$ cat config.mk
export PLATFORM = sky130hd
export DESIGN_NAME = windowed_speed_history_stats_core_flat
export DESIGN_NICKNAME = d
export VERILOG_FILES = /design/src/rtl/wshs_pkg.sv /design/src/rtl/wshs_if.sv /design/src/rtl/windowed_speed_history_stats_core.sv /design/src/flat_wrapper.sv
export SDC_FILE = /design/constraint.sdc
export NUM_CORES = 2
export LEC_CHECK = 0
export BUFFER_PORTS_ARGS = -buffer_cell sky130_fd_sc_hd__buf_4
export CORE_MARGIN = 2
export CORE_UTILIZATION = 42
export DETAILED_ROUTE_END_ITERATION = 10
export GPL_TIMING_DRIVEN = 0
export HOLD_SLACK_MARGIN = 0.05
export SLEW_MARGIN = 20
export SYNTH_ARGS = -nofsm -noshare
export SYNTH_HDL_FRONTEND = slang
export SYNTH_SLANG_ARGS = --single-unit
$ cat constraint.sdc
create_clock -name clk_i -period 10.7 [get_ports clk_i]
set_clock_uncertainty 0.2 [all_clocks]
set_input_delay 1.07 -clock clk_i [delete_from_list [all_inputs] [get_ports clk_i]]
set_output_delay 1.07 -clock clk_i [all_outputs]
set_load 0.03 [all_outputs]
$ cat src/rtl/wshs_pkg.sv
// Types, codes and helper functions of the windowed speed history block.
// No dependencies.
package wshs_pkg;

  // Operation codes carried in the request word.
  typedef enum logic [2:0] {
    OP_ADD   = 3'd0,
    OP_AVG   = 3'd1,
    OP_GUST  = 3'd2,
    OP_COUNT = 3'd3,
    OP_SIZE  = 3'd4
  } op_e;

  // Status codes of the response word.
  typedef enum logic [1:0] {
    ST_OK      = 2'd0,
    ST_NO_DATA = 2'd1,
    ST_TOO_OLD = 2'd2,
    ST_FULL    = 2'd3
  } status_e;

  // Sequencer states, one-hot.
  typedef enum logic [10:0] {
    S_IDLE      = 11'b00000000001,
    S_PRUNE_RD  = 11'b00000000010,
    S_PRUNE_CHK = 11'b00000000100,
    S_DISPATCH  = 11'b00000001000,
    S_INS_RD    = 11'b00000010000,
    S_INS_CHK   = 11'b00000100000,
    S_SCAN_RD   = 11'b00001000000,
    S_SCAN_CHK  = 11'b00010000000,
    S_FINISH    = 11'b00100000000,
    S_DIV       = 11'b01000000000,
    S_DONE      = 11'b10000000000
  } state_e;

  // One stored sample.
  typedef struct packed {
    logic [31:0] stamp;
    logic [15:0] speed;
  } entry_t;

  localparam logic [31:0] MaxAgeReset = 32'd600;

  // True when the stamp is not older than limit seconds at time now.
  function automatic logic is_fresh(input logic [31:0] now, input logic [31:0] stamp,
                                    input logic [31:0] limit);
    return (stamp >= now) || ((now - stamp) <= limit);
  endfunction

endpackage

$ cat src/rtl/wshs_if.sv
// Valid/ready channel interfaces for the request and response words.
// Uses no package.
interface wshs_in_if;
  logic        valid;
  logic        ready;
  logic [2:0]  opcode;
  logic [31:0] present_time;
  logic [31:0] sample_time;
  logic [15:0] sample_speed;
  logic [31:0] window_span;

  modport source (output valid, opcode, present_time, sample_time, sample_speed,
                  window_span, input ready);
  modport sink (input valid, opcode, present_time, sample_time, sample_speed,
                window_span, output ready);
endinterface

interface wshs_out_if #(parameter int CNT_W = 7);
  logic             valid;
  logic             ready;
  logic [1:0]       status;
  logic [15:0]      speed_result;
  logic [31:0]      gust_time;
  logic [CNT_W-1:0] entry_count;

  modport source (output valid, status, speed_result, gust_time, entry_count,
                  input ready);
  modport sink (input valid, status, speed_result, gust_time, entry_count,
                output ready);
endinterface

$ cat src/rtl/windowed_speed_history_stats_core.sv
// Windowed speed history: a sorted circular store of timestamped speeds with
// window statistics. Depends on wshs_pkg and the interfaces in wshs_if.sv.
//
// The block takes one request word at a time and is not ready while it works.
// Every word first drops stale samples from the oldest end (a read state and
// a check state per dropped sample), then runs its operation on a sample
// memory with one read and one write port: an add moves newer samples up one
// slot, and average, gust and span count walk back from the newest sample
// until one falls outside the span. An average then runs a restoring divider,
// one quotient bit per cycle. The result sits in an output register, so the
// next word is taken while it waits.
// The sample memory needs no clearing after reset.
module windowed_speed_history_stats_core #(
  parameter int DEPTH = 64
) (
  input  logic              clk_i,
  input  logic              rst_ni,
  input  logic              cfg_we_i,
  input  logic [31:0]       cfg_wdata_i,
  wshs_in_if.sink           req_i,
  wshs_out_if.source        rsp_o
);

  localparam int AW = $clog2(DEPTH);
  localparam int CW = $clog2(DEPTH + 1);
  localparam int SW = CW + 1;
  localparam int TW = 16 + CW;
  localparam int IW = $clog2(TW);

  // Sequencer and latched request.
  wshs_pkg::state_e state_q;
  logic [2:0]       op_q;
  logic [31:0]      now_q;
  logic [31:0]      st_q;
  logic [15:0]      sp_q;
  logic [31:0]      span_q;

  logic [31:0]      max_age_q;
  logic [AW-1:0]    oldest_q;
  logic [CW-1:0]    count_q;
  logic [CW-1:0]    k_q;
  logic [CW-1:0]    n_q;
  logic [TW-1:0]    total_q;
  wshs_pkg::entry_t best_q;

  // Divider registers.
  logic [CW-1:0]    rem_q;
  logic [TW-1:0]    dvd_q;
  logic [IW-1:0]    iter_q;

  // Result being built and result on offer.
  logic [1:0]       res_status_q;
  logic [15:0]      res_speed_q;
  logic [31:0]      res_gtime_q;
  logic [CW-1:0]    res_cnt_q;
  logic             out_valid_q;
  logic [1:0]       out_status_q;
  logic [15:0]      out_speed_q;
  logic [31:0]      out_gtime_q;
  logic [CW-1:0]    out_cnt_q;

  // Sample memory.
  wshs_pkg::entry_t mem_q [DEPTH];
  wshs_pkg::entry_t rd_q;
  logic             mem_we;
  logic [AW-1:0]    mem_waddr;
  logic [AW-1:0]    mem_raddr;
  wshs_pkg::entry_t mem_wdata;
  wshs_pkg::entry_t new_entry;

  logic [AW-1:0]    slot_k;
  logic [AW-1:0]    slot_km1;
  logic [AW-1:0]    oldest_inc;
  logic             rd_fresh;
  logic             rd_in_span;
  logic [SW-1:0]    div_shift;
  logic             div_bit;
  logic [SW-1:0]    div_sub;

  // Circular slot of a logical position.
  function automatic logic [AW-1:0] slot_of(input logic [AW-1:0] base,
                                           input logic [CW-1:0] pos);
    logic [SW-1:0] sum;
    sum = SW'(base) + SW'(pos);
    if (sum >= SW'(DEPTH)) begin
      sum = sum - SW'(DEPTH);
    end
    return sum[AW-1:0];
  endfunction

  assign slot_k     = slot_of(oldest_q, k_q);
  assign slot_km1   = slot_of(oldest_q, k_q - CW'(1));
  assign oldest_inc = (oldest_q == AW'(DEPTH - 1)) ? '0 : oldest_q + AW'(1);
  assign rd_fresh   = wshs_pkg::is_fresh(now_q, rd_q.stamp, max_age_q);
  assign rd_in_span = wshs_pkg::is_fresh(now_q, rd_q.stamp, span_q);
  assign new_entry  = '{stamp: st_q, speed: sp_q};

  // One restoring division step.
  assign div_shift = {rem_q, dvd_q[TW-1]};
  assign div_bit   = div_shift >= SW'(n_q);
  assign div_sub   = div_shift - SW'(n_q);

  // Memory port control.
  always_comb begin
    mem_we    = 1'b0;
    mem_waddr = slot_k;
    mem_wdata = new_entry;
    mem_raddr = oldest_q;
    case (state_q)
      wshs_pkg::S_PRUNE_RD: begin
        mem_raddr = oldest_q;
      end
      wshs_pkg::S_INS_RD: begin
        mem_raddr = slot_km1;
        mem_we    = (k_q == '0);
      end
      wshs_pkg::S_INS_CHK: begin
        mem_we    = 1'b1;
        mem_wdata = (rd_q.stamp > st_q) ? rd_q : new_entry;
      end
      wshs_pkg::S_SCAN_RD: begin
        mem_raddr = slot_km1;
      end
      default: begin
        mem_we = 1'b0;
      end
    endcase
  end

  always_ff @(posedge clk_i) begin
    if (mem_we) begin
      mem_q[mem_waddr] <= mem_wdata;
    end
    rd_q <= mem_q[mem_raddr];
  end

  // Configuration register.
  always_ff @(posedge clk_i or negedge rst_ni) begin
    if (!rst_ni) begin
      max_age_q <= wshs_pkg::MaxAgeReset;
    end else if (cfg_we_i) begin
      max_age_q <= cfg_wdata_i;
    end
  end

  // Sequencer.
  always_ff @(posedge clk_i or negedge rst_ni) begin
    if (!rst_ni) begin
      state_q     <= wshs_pkg::S_IDLE;
      oldest_q    <= '0;
      count_q     <= '0;
      out_valid_q <= 1'b0;
    end else begin
      // The done state loads the output register itself.
      if (out_valid_q && rsp_o.ready && (state_q != wshs_pkg::S_DONE)) begin
        out_valid_q <= 1'b0;
      end
      case (state_q)
        wshs_pkg::S_IDLE: begin
          if (req_i.valid) begin
            op_q         <= req_i.opcode;
            now_q        <= req_i.present_time;
            st_q         <= req_i.sample_time;
            sp_q         <= req_i.sample_speed;
            span_q       <= req_i.window_span;
            res_status_q <= wshs_pkg::ST_OK;
            res_speed_q  <= '0;
            res_gtime_q  <= '0;
            res_cnt_q    <= '0;
            state_q      <= wshs_pkg::S_PRUNE_RD;
          end
        end
        wshs_pkg::S_PRUNE_RD: begin
          state_q <= (count_q == '0) ? wshs_pkg::S_DISPATCH : wshs_pkg::S_PRUNE_CHK;
        end
        wshs_pkg::S_PRUNE_CHK: begin
          if (!rd_fresh) begin
            oldest_q <= oldest_inc;
            count_q  <= count_q - CW'(1);
            state_q  <= wshs_pkg::S_PRUNE_RD;
          end else begin
            state_q <= wshs_pkg::S_DISPATCH;
          end
        end
        wshs_pkg::S_DISPATCH: begin
          k_q     <= count_q;
          n_q     <= '0;
          total_q <= '0;
          case (op_q)
            wshs_pkg::OP_ADD: begin
              if (!wshs_pkg::is_fresh(now_q, st_q, max_age_q)) begin
                res_status_q <= wshs_pkg::ST_TOO_OLD;
                state_q      <= wshs_pkg::S_DONE;
              end else if (count_q == CW'(DEPTH)) begin
                res_status_q <= wshs_pkg::ST_FULL;
                state_q      <= wshs_pkg::S_DONE;
              end else begin
                state_q <= wshs_pkg::S_INS_RD;
              end
            end
            wshs_pkg::OP_AVG, wshs_pkg::OP_COUNT: begin
              state_q <= wshs_pkg::S_SCAN_RD;
            end
            wshs_pkg::OP_GUST: begin
              if (count_q == '0) begin
                res_status_q <= wshs_pkg::ST_NO_DATA;
                state_q      <= wshs_pkg::S_DONE;
              end else begin
                state_q <= wshs_pkg::S_SCAN_RD;
              end
            end
            wshs_pkg::OP_SIZE: begin
              res_cnt_q <= count_q;
              state_q   <= wshs_pkg::S_DONE;
            end
            default: begin
              state_q <= wshs_pkg::S_DONE;
            end
          endcase
        end
        // Ordered insert: shift newer samples up until the slot is found.
        wshs_pkg::S_INS_RD: begin
          if (k_q == '0) begin
            count_q <= count_q + CW'(1);
            state_q <= wshs_pkg::S_DONE;
          end else begin
            state_q <= wshs_pkg::S_INS_CHK;
          end
        end
        wshs_pkg::S_INS_CHK: begin
          if (rd_q.stamp > st_q) begin
            k_q     <= k_q - CW'(1);
            state_q <= wshs_pkg::S_INS_RD;
          end else begin
            count_q <= count_q + CW'(1);
            state_q <= wshs_pkg::S_DONE;
          end
        end
        // Walk back from the newest sample while it lies in the span.
        wshs_pkg::S_SCAN_RD: begin
          state_q <= (k_q == '0) ? wshs_pkg::S_FINISH : wshs_pkg::S_SCAN_CHK;
        end
        wshs_pkg::S_SCAN_CHK: begin
          if ((k_q == count_q) || (rd_in_span && (rd_q.speed > best_q.speed))) begin
            best_q <= rd_q;
          end
          if (rd_in_span) begin
            total_q <= total_q + TW'(rd_q.speed);
            n_q     <= n_q + CW'(1);
            k_q     <= k_q - CW'(1);
            state_q <= wshs_pkg::S_SCAN_RD;
          end else begin
            state_q <= wshs_pkg::S_FINISH;
          end
        end
        wshs_pkg::S_FINISH: begin
          case (op_q)
            wshs_pkg::OP_AVG: begin
              if (n_q == '0) begin
                res_status_q <= wshs_pkg::ST_NO_DATA;
                state_q      <= wshs_pkg::S_DONE;
              end else begin
                dvd_q   <= total_q;
                rem_q   <= '0;
                iter_q  <= '0;
                state_q <= wshs_pkg::S_DIV;
              end
            end
            wshs_pkg::OP_GUST: begin
              res_speed_q <= best_q.speed;
              res_gtime_q <= best_q.stamp;
              state_q     <= wshs_pkg::S_DONE;
            end
            wshs_pkg::OP_COUNT: begin
              res_cnt_q <= n_q;
              state_q   <= wshs_pkg::S_DONE;
            end
            default: begin
              res_cnt_q <= '0;
              state_q   <= wshs_pkg::S_DONE;
            end
          endcase
        end
        // Restoring divide, one quotient bit per cycle.
        wshs_pkg::S_DIV: begin
          rem_q  <= div_bit ? div_sub[CW-1:0] : div_shift[CW-1:0];
          dvd_q  <= {dvd_q[TW-2:0], div_bit};
          iter_q <= iter_q + IW'(1);
          if (iter_q == IW'(TW - 1)) begin
            res_speed_q <= {dvd_q[14:0], div_bit};
            state_q     <= wshs_pkg::S_DONE;
          end
        end
        // Hand the word to the output register once it is free.
        wshs_pkg::S_DONE: begin
          if (!out_valid_q || rsp_o.ready) begin
            out_valid_q  <= 1'b1;
            out_status_q <= res_status_q;
            out_speed_q  <= res_speed_q;
            out_gtime_q  <= res_gtime_q;
            out_cnt_q    <= res_cnt_q;
            state_q      <= wshs_pkg::S_IDLE;
          end
        end
        default: begin
          state_q <= wshs_pkg::S_IDLE;
        end
      endcase
    end
  end

  assign req_i.ready        = (state_q == wshs_pkg::S_IDLE);
  assign rsp_o.valid        = out_valid_q;
  assign rsp_o.status       = out_status_q;
  assign rsp_o.speed_result = out_speed_q;
  assign rsp_o.gust_time    = out_gtime_q;
  assign rsp_o.entry_count  = out_cnt_q;

endmodule

$ cat src/flat_wrapper.sv
// flat-port wrapper written by rule: the top's interface ports become plain ports
module windowed_speed_history_stats_core_flat 
#(
  parameter int DEPTH = 64
)
  (clk_i, rst_ni, cfg_we_i, cfg_wdata_i, req_i_valid, req_i_opcode, req_i_present_time, req_i_sample_time, req_i_sample_speed, req_i_window_span, req_i_ready, rsp_o_valid, rsp_o_status, rsp_o_speed_result, rsp_o_gust_time, rsp_o_entry_count, rsp_o_ready);
  wshs_in_if req_i_i ();
  wshs_out_if #(.CNT_W(7)) rsp_o_i ();
  input  logic clk_i;
  input  logic rst_ni;
  input  logic cfg_we_i;
  input  logic [31:0] cfg_wdata_i;
  input wire logic [$bits(req_i_i.valid)-1:0] req_i_valid;
  input wire logic [$bits(req_i_i.opcode)-1:0] req_i_opcode;
  input wire logic [$bits(req_i_i.present_time)-1:0] req_i_present_time;
  input wire logic [$bits(req_i_i.sample_time)-1:0] req_i_sample_time;
  input wire logic [$bits(req_i_i.sample_speed)-1:0] req_i_sample_speed;
  input wire logic [$bits(req_i_i.window_span)-1:0] req_i_window_span;
  output wire logic [$bits(req_i_i.ready)-1:0] req_i_ready;
  output wire logic [$bits(rsp_o_i.valid)-1:0] rsp_o_valid;
  output wire logic [$bits(rsp_o_i.status)-1:0] rsp_o_status;
  output wire logic [$bits(rsp_o_i.speed_result)-1:0] rsp_o_speed_result;
  output wire logic [$bits(rsp_o_i.gust_time)-1:0] rsp_o_gust_time;
  output wire logic [$bits(rsp_o_i.entry_count)-1:0] rsp_o_entry_count;
  input wire logic [$bits(rsp_o_i.ready)-1:0] rsp_o_ready;
  assign req_i_i.valid = req_i_valid;
  assign req_i_i.opcode = req_i_opcode;
  assign req_i_i.present_time = req_i_present_time;
  assign req_i_i.sample_time = req_i_sample_time;
  assign req_i_i.sample_speed = req_i_sample_speed;
  assign req_i_i.window_span = req_i_window_span;
  assign req_i_ready = req_i_i.ready;
  assign rsp_o_valid = rsp_o_i.valid;
  assign rsp_o_status = rsp_o_i.status;
  assign rsp_o_speed_result = rsp_o_i.speed_result;
  assign rsp_o_gust_time = rsp_o_i.gust_time;
  assign rsp_o_entry_count = rsp_o_i.entry_count;
  assign rsp_o_i.ready = rsp_o_ready;
  windowed_speed_history_stats_core #(.DEPTH(DEPTH)) u_core (.clk_i(clk_i), .rst_ni(rst_ni), .cfg_we_i(cfg_we_i), .cfg_wdata_i(cfg_wdata_i), .req_i(req_i_i), .rsp_o(rsp_o_i));
endmodule
==> flow_summary_export.csv <==
group,metric,value,unit
run_status,result_of_the_run,"completed",
critical_path,timing.rr.start,"u_core.rd_q[17]",
placed_design,placement.cell_area,155000,um2
timing,final.min_clock_period,9310,ps
critical_path,worst_ep_arrival_time,9800,ps
final_layout,syn2layout_area_growth,18.0,%
route,number_of_iterations_in_the_first_detailed_routing_pass,9,
hold_path,holdCritPathClass,"input pin to register",
timing,slew_headroom,0.197,
route,post_drt_via_cell_ratio,5.91,
clocking,cts-root-buf,"sky130_fd_sc_hd__clkbuf_16",
placed_design,dp_slack,1430,ps
synthesis,synthFlopType,"sky130_fd_sc_hd__edfxtp_1",
synthesis,netlist-cell-type-count,82,
global_route,grtUsageMet1,0.347,
power_and_ir_drop,vdd_ir_drop_max,0.000132,V
hold_path,min_delay_path_depth,1,
critical_path,ff_to_ff_setup_slack,1390,ps
synthesis,synth-compound-area-share,0.0568,
timing,fin_crit_sh,0.870,
synthesis,synth_area_per_cell,15.9,um2
critical_path,critical_path.max_fanout,25,
timing,maximum_operating_frequency,0.107,GHz
clocking,cts_buffers,361,
critical_path,reg2reg_to,"u_core.total_q[8]",
job,cap_violations,0,
critical_path,critical_setup_path_kind,"register to register",
final_layout,fillers,27500,
global_route,grt_remaining_overflow,0,
synthesis,syn_inst,8918,
global_route,first_pass_grt_wire_length,610,mm
clocking,ctsLongestPathBuffers,4,
clocking,cts.repair_timing.setup_buffer_count,0,
synthesis,synth_simple_gate_area_frac,0.0825,
timing,setup_ws_post_layout,1390,ps
critical_path,worst-r2r-cell-count,22,
route,postRouteWirelength,437,mm
floorplan,chipHeight,585,um
timing,finalHoldViolations,0,
floorplan,ios,211,
floorplan,fp.coreArea,336000,um2
synthesis,synth_edf_count,3421,
floorplan,die-width,585,um
final_layout,finish.net_count,10100,
synthesis,synth-async-reset-ratio,0.0162,
clocking,post_cts_hold_buffer_count,1,
power_and_ir_drop,power_density,200,nW/um2
timing,finalSetupViolations,0,
clocking,tritoncts,"built",
floorplan,row_count,213,
clocking,cts.htree.levels,5,
global_route,grt_util_all_layers,0.250,
global_route,vias_in_the_first_global_route,83000,
final_layout,post_route_cells_drive_above_1_share,0.164,
final_layout,area_of_all_placed_cells_without_fillers,167000,um2
clocking,cts.sink_count,3526,
global_route,grt.met2_usage,0.389,
placed_design,place.port_buffers,209,
power_and_ir_drop,power.leakage,55.6,nW
global_route,grt_max_degree,65,
hold_path,min_to,"u_core.sp_q[4]",
synthesis,synthMuxAreaShare,0.0675,
placed_design,globalplace.congestion,0.972,
synthesis,synth_xor_xnor_area_share,0.00736,
route,first_drt_iteration_drcs,12000,
timing,max_slew.worst_pin.slew,1200,ps
timing,slew_viol_final,0,
clocking,worstSkewPairLatency,970,ps
route,route.detailed.wl_per_inst,30.0,um
synthesis,synth_top_family_by_area,"simple AND/OR/NAND/NOR gates",
global_route,met3_usage,0.0467,
global_route,antenna_found_initial,36,
timing,grt_setup_unrepaired,"no",
route,drcViolationCount,0,
synthesis,synthesis.area,142000,um2
hold_path,min_from,"req_i_sample_speed[4]",
synthesis,synth_fa_ha_area_frac,0.0233,
timing,setup_tns,0,ps
placed_design,detailedPlacementHpwl,313,mm
route,drtAntennaViolNets,0,
floorplan,initial_core_util,0.421,
critical_path,cp-end-kind,"register",
clocking,post_cts.resized_instances,0,
critical_path,critical_path.startpoint_type,"register",
synthesis,synthesis.nets,9330,
synthesis,sequential_share_of_the_synthesized_area,0.742,
route,num_vias,85900,
synthesis,yosysWarningCount,0,
clocking,worst_setup_hold_path_clk_slew,60,ps
timing,finalHoldWorstSlack,95.2,ps
synthesis,ys_seq_elements,3526,
global_route,grt_busiest_layer,"met2",
critical_path,required_time_at_the_endpoint_of_the_critical_path,11190,ps
floorplan,dieArea,342000,um2
## where the power goes
group	switching, mW	internal, mW
registers	0.219	15.7
clock network	5.41	7.26
logic	3.16	1.70
## cell type report
class / count / area, um2 / share of cell area
plain buffers: 466 / 2200 / 0.0132
inverters: 187 / 702 / 0.00420
flip-flops and latches: 3526 / 105000 / 0.629
clock inverters: 206 / 2180 / 0.0130
diodes: 9 / 22.5 / 0.000135
multi-input cells: 4739 / 34700 / 0.207
repair buffers: 444 / 6960 / 0.0417
clock buffers: 456 / 9640 / 0.0577
well taps: 4515 / 5650 / 0.0338
## worst max-delay path: stages, from the launching register on
cell and delay (ps):
sky130_fd_sc_hd__dfxtp_1 880, sky130_fd_sc_hd__inv_1 220, sky130_fd_sc_hd__fa_1 500, sky130_fd_sc_hd__a21o_1 200
sky130_fd_sc_hd__a221oi_1 430, sky130_fd_sc_hd__a21oi_1 310, sky130_fd_sc_hd__a2111oi_1 990, sky130_fd_sc_hd__o31ai_1 330
sky130_fd_sc_hd__a21boi_0 440, sky130_fd_sc_hd__o21ai_0 130, sky130_fd_sc_hd__a21oi_1 180, sky130_fd_sc_hd__xnor2_1 120
sky130_fd_sc_hd__ha_1 310, sky130_fd_sc_hd__nand4_1 80, sky130_fd_sc_hd__or3_1 370, sky130_fd_sc_hd__or4_1 600
sky130_fd_sc_hd__or3_1 490, sky130_fd_sc_hd__a211oi_1 640, sky130_fd_sc_hd__nor4_1 220, sky130_fd_sc_hd__nor3b_2 600
sky130_fd_sc_hd__nand2_1 200, sky130_fd_sc_hd__and3_2 330, sky130_fd_sc_hd__buf_12 190
## metrics by stage
| step | power (mW) | cells | util |
|---|---|---|---|
| 6_report | 33.4 | 14500 | 0.497 |
| 5_1_grt | 34.4 | 14500 | 0.497 |
| 4_1_cts | 33.5 | 14500 | 0.497 |
| 3_5_place_dp | 20.9 | 13900 | 0.462 |
| 3_3_place_gp | 20.7 | 13600 | 0.443 |
| 2_1_floorplan | 18.8 | 8918 | - |
## how the worst max path moves through the flow
stage                    endpoint             from  slack, ps
2_1_floorplan    u_core.best_q[0]  u_core.now_q[0]       2330
3_3_place_gp    u_core.best_q[21]  u_core.rd_q[17]      -2180
3_5_place_dp   u_core.total_q[13]  u_core.rd_q[17]       1430
4_1_cts         u_core.total_q[8]  u_core.rd_q[17]       1380
5_1_grt         u_core.total_q[8]  u_core.rd_q[17]       1020
6_report        u_core.total_q[8]  u_core.rd_q[17]       1390
## cells in the final DEF (no fill, tap or decap), types with 65 or more instances in the layout
cell type / synthesis / final
sky130_fd_sc_hd__clkbuf_16: 0 / 366
sky130_fd_sc_hd__clkinv_1: 0 / 69
sky130_fd_sc_hd__buf_4: 16 / 226
sky130_fd_sc_hd__inv_1: 187 / 187
sky130_fd_sc_hd__a21oi_1: 130 / 129
sky130_fd_sc_hd__ha_1: 253 / 253
sky130_fd_sc_hd__nor2_1: 200 / 134
sky130_fd_sc_hd__a22oi_1: 129 / 129
sky130_fd_sc_hd__nor2_4: 0 / 65
sky130_fd_sc_hd__nand2_1: 1609 / 1609
sky130_fd_sc_hd__clkbuf_1: 315 / 366
sky130_fd_sc_hd__xnor2_1: 73 / 73
sky130_fd_sc_hd__o21ai_0: 195 / 164
sky130_fd_sc_hd__mux4_2: 364 / 364
sky130_fd_sc_hd__mux2i_1: 100 / 99
sky130_fd_sc_hd__a32oi_1: 97 / 97
sky130_fd_sc_hd__a31oi_1: 210 / 199
sky130_fd_sc_hd__nand3_1: 537 / 537
sky130_fd_sc_hd__a21o_1: 65 / 65
sky130_fd_sc_hd__buf_12: 1 / 128
sky130_fd_sc_hd__nand4_1: 130 / 130
sky130_fd_sc_hd__edfxtp_1: 3421 / 3421
sky130_fd_sc_hd__a22o_1: 99 / 99
sky130_fd_sc_hd__buf_16: 0 / 100
## kinds of logic after synthesis
| logic type | Yosys count |
|---|---|
| adder cells (fa/ha/maj) | 260 |
| AO/OA/AOI/OAI | 1178 |
| AND/OR/NAND/NOR | 2688 |
| flip-flops | 3526 |
| XOR/XNOR | 119 |
| multiplexers | 494 |
| buffers and inverters | 653 |
## flip-flops by register name, indices dropped and copies added, names as in the netlist, 11 cells and up
register	flops
u_core.state_q	11
u_core.sp_q	16
u_core.rd_q	48
u_core.total_q	23
u_core.max_age_q	32
u_core.res_speed_q	16
u_core.best_q	48
u_core.rsp_o.gust_time	32
u_core.res_gtime_q	32
u_core.now_q	32
u_core.dvd_q	23
u_core.span_q	32
u_core.st_q	32
u_core.mem_q	3072
u_core.rsp_o.speed_result	16
## Yosys cell counts, drive strengths merged, types with 7 or more instances
master   number  area [um2]
a211oi       18         135
a21boi        8        60.1
a21o         65         488
a21oi       130         651
a221o        11         110
a22o         99         867
a22oi       129         968
a31oi       210        1310
a32oi        97         850
and2         41         257
and3         17         106
and4          9        78.8
buf         147         950
clkbuf      319        1210
dfrtp        52        1300
dfxtp        48         961
edfxtp     3421      103000
fa            7         140
ha          253        3170
inv         187         702
mux2         29         330
mux2i       101        1020
mux4        364        8200
nand2      1610        6050
nand2b       11        68.8
nand3       537        2690
nand3b        7        52.6
nand4       130         813
nor2        202         763
nor2b        22         138
nor3         36         180
nor4         12        90.1
o2111ai      11        96.3
o211ai        8        60.1
o21a         22         165
o21ai       242        1210
o21bai       11        82.6
o221ai       50         438
o22ai        18         113
or2          13        81.3
or3          16         100
xnor2        73         639
xor2         46         403
## layer usage
layer | vias up | wire, um
li1 | 36200 | -
met1 | 44000 | 174000
met2 | 4846 | 198000
met3 | 866 | 43400
met4 | 12 | 20700
met5 | - | 77
(Power assumes the default switching activity.)
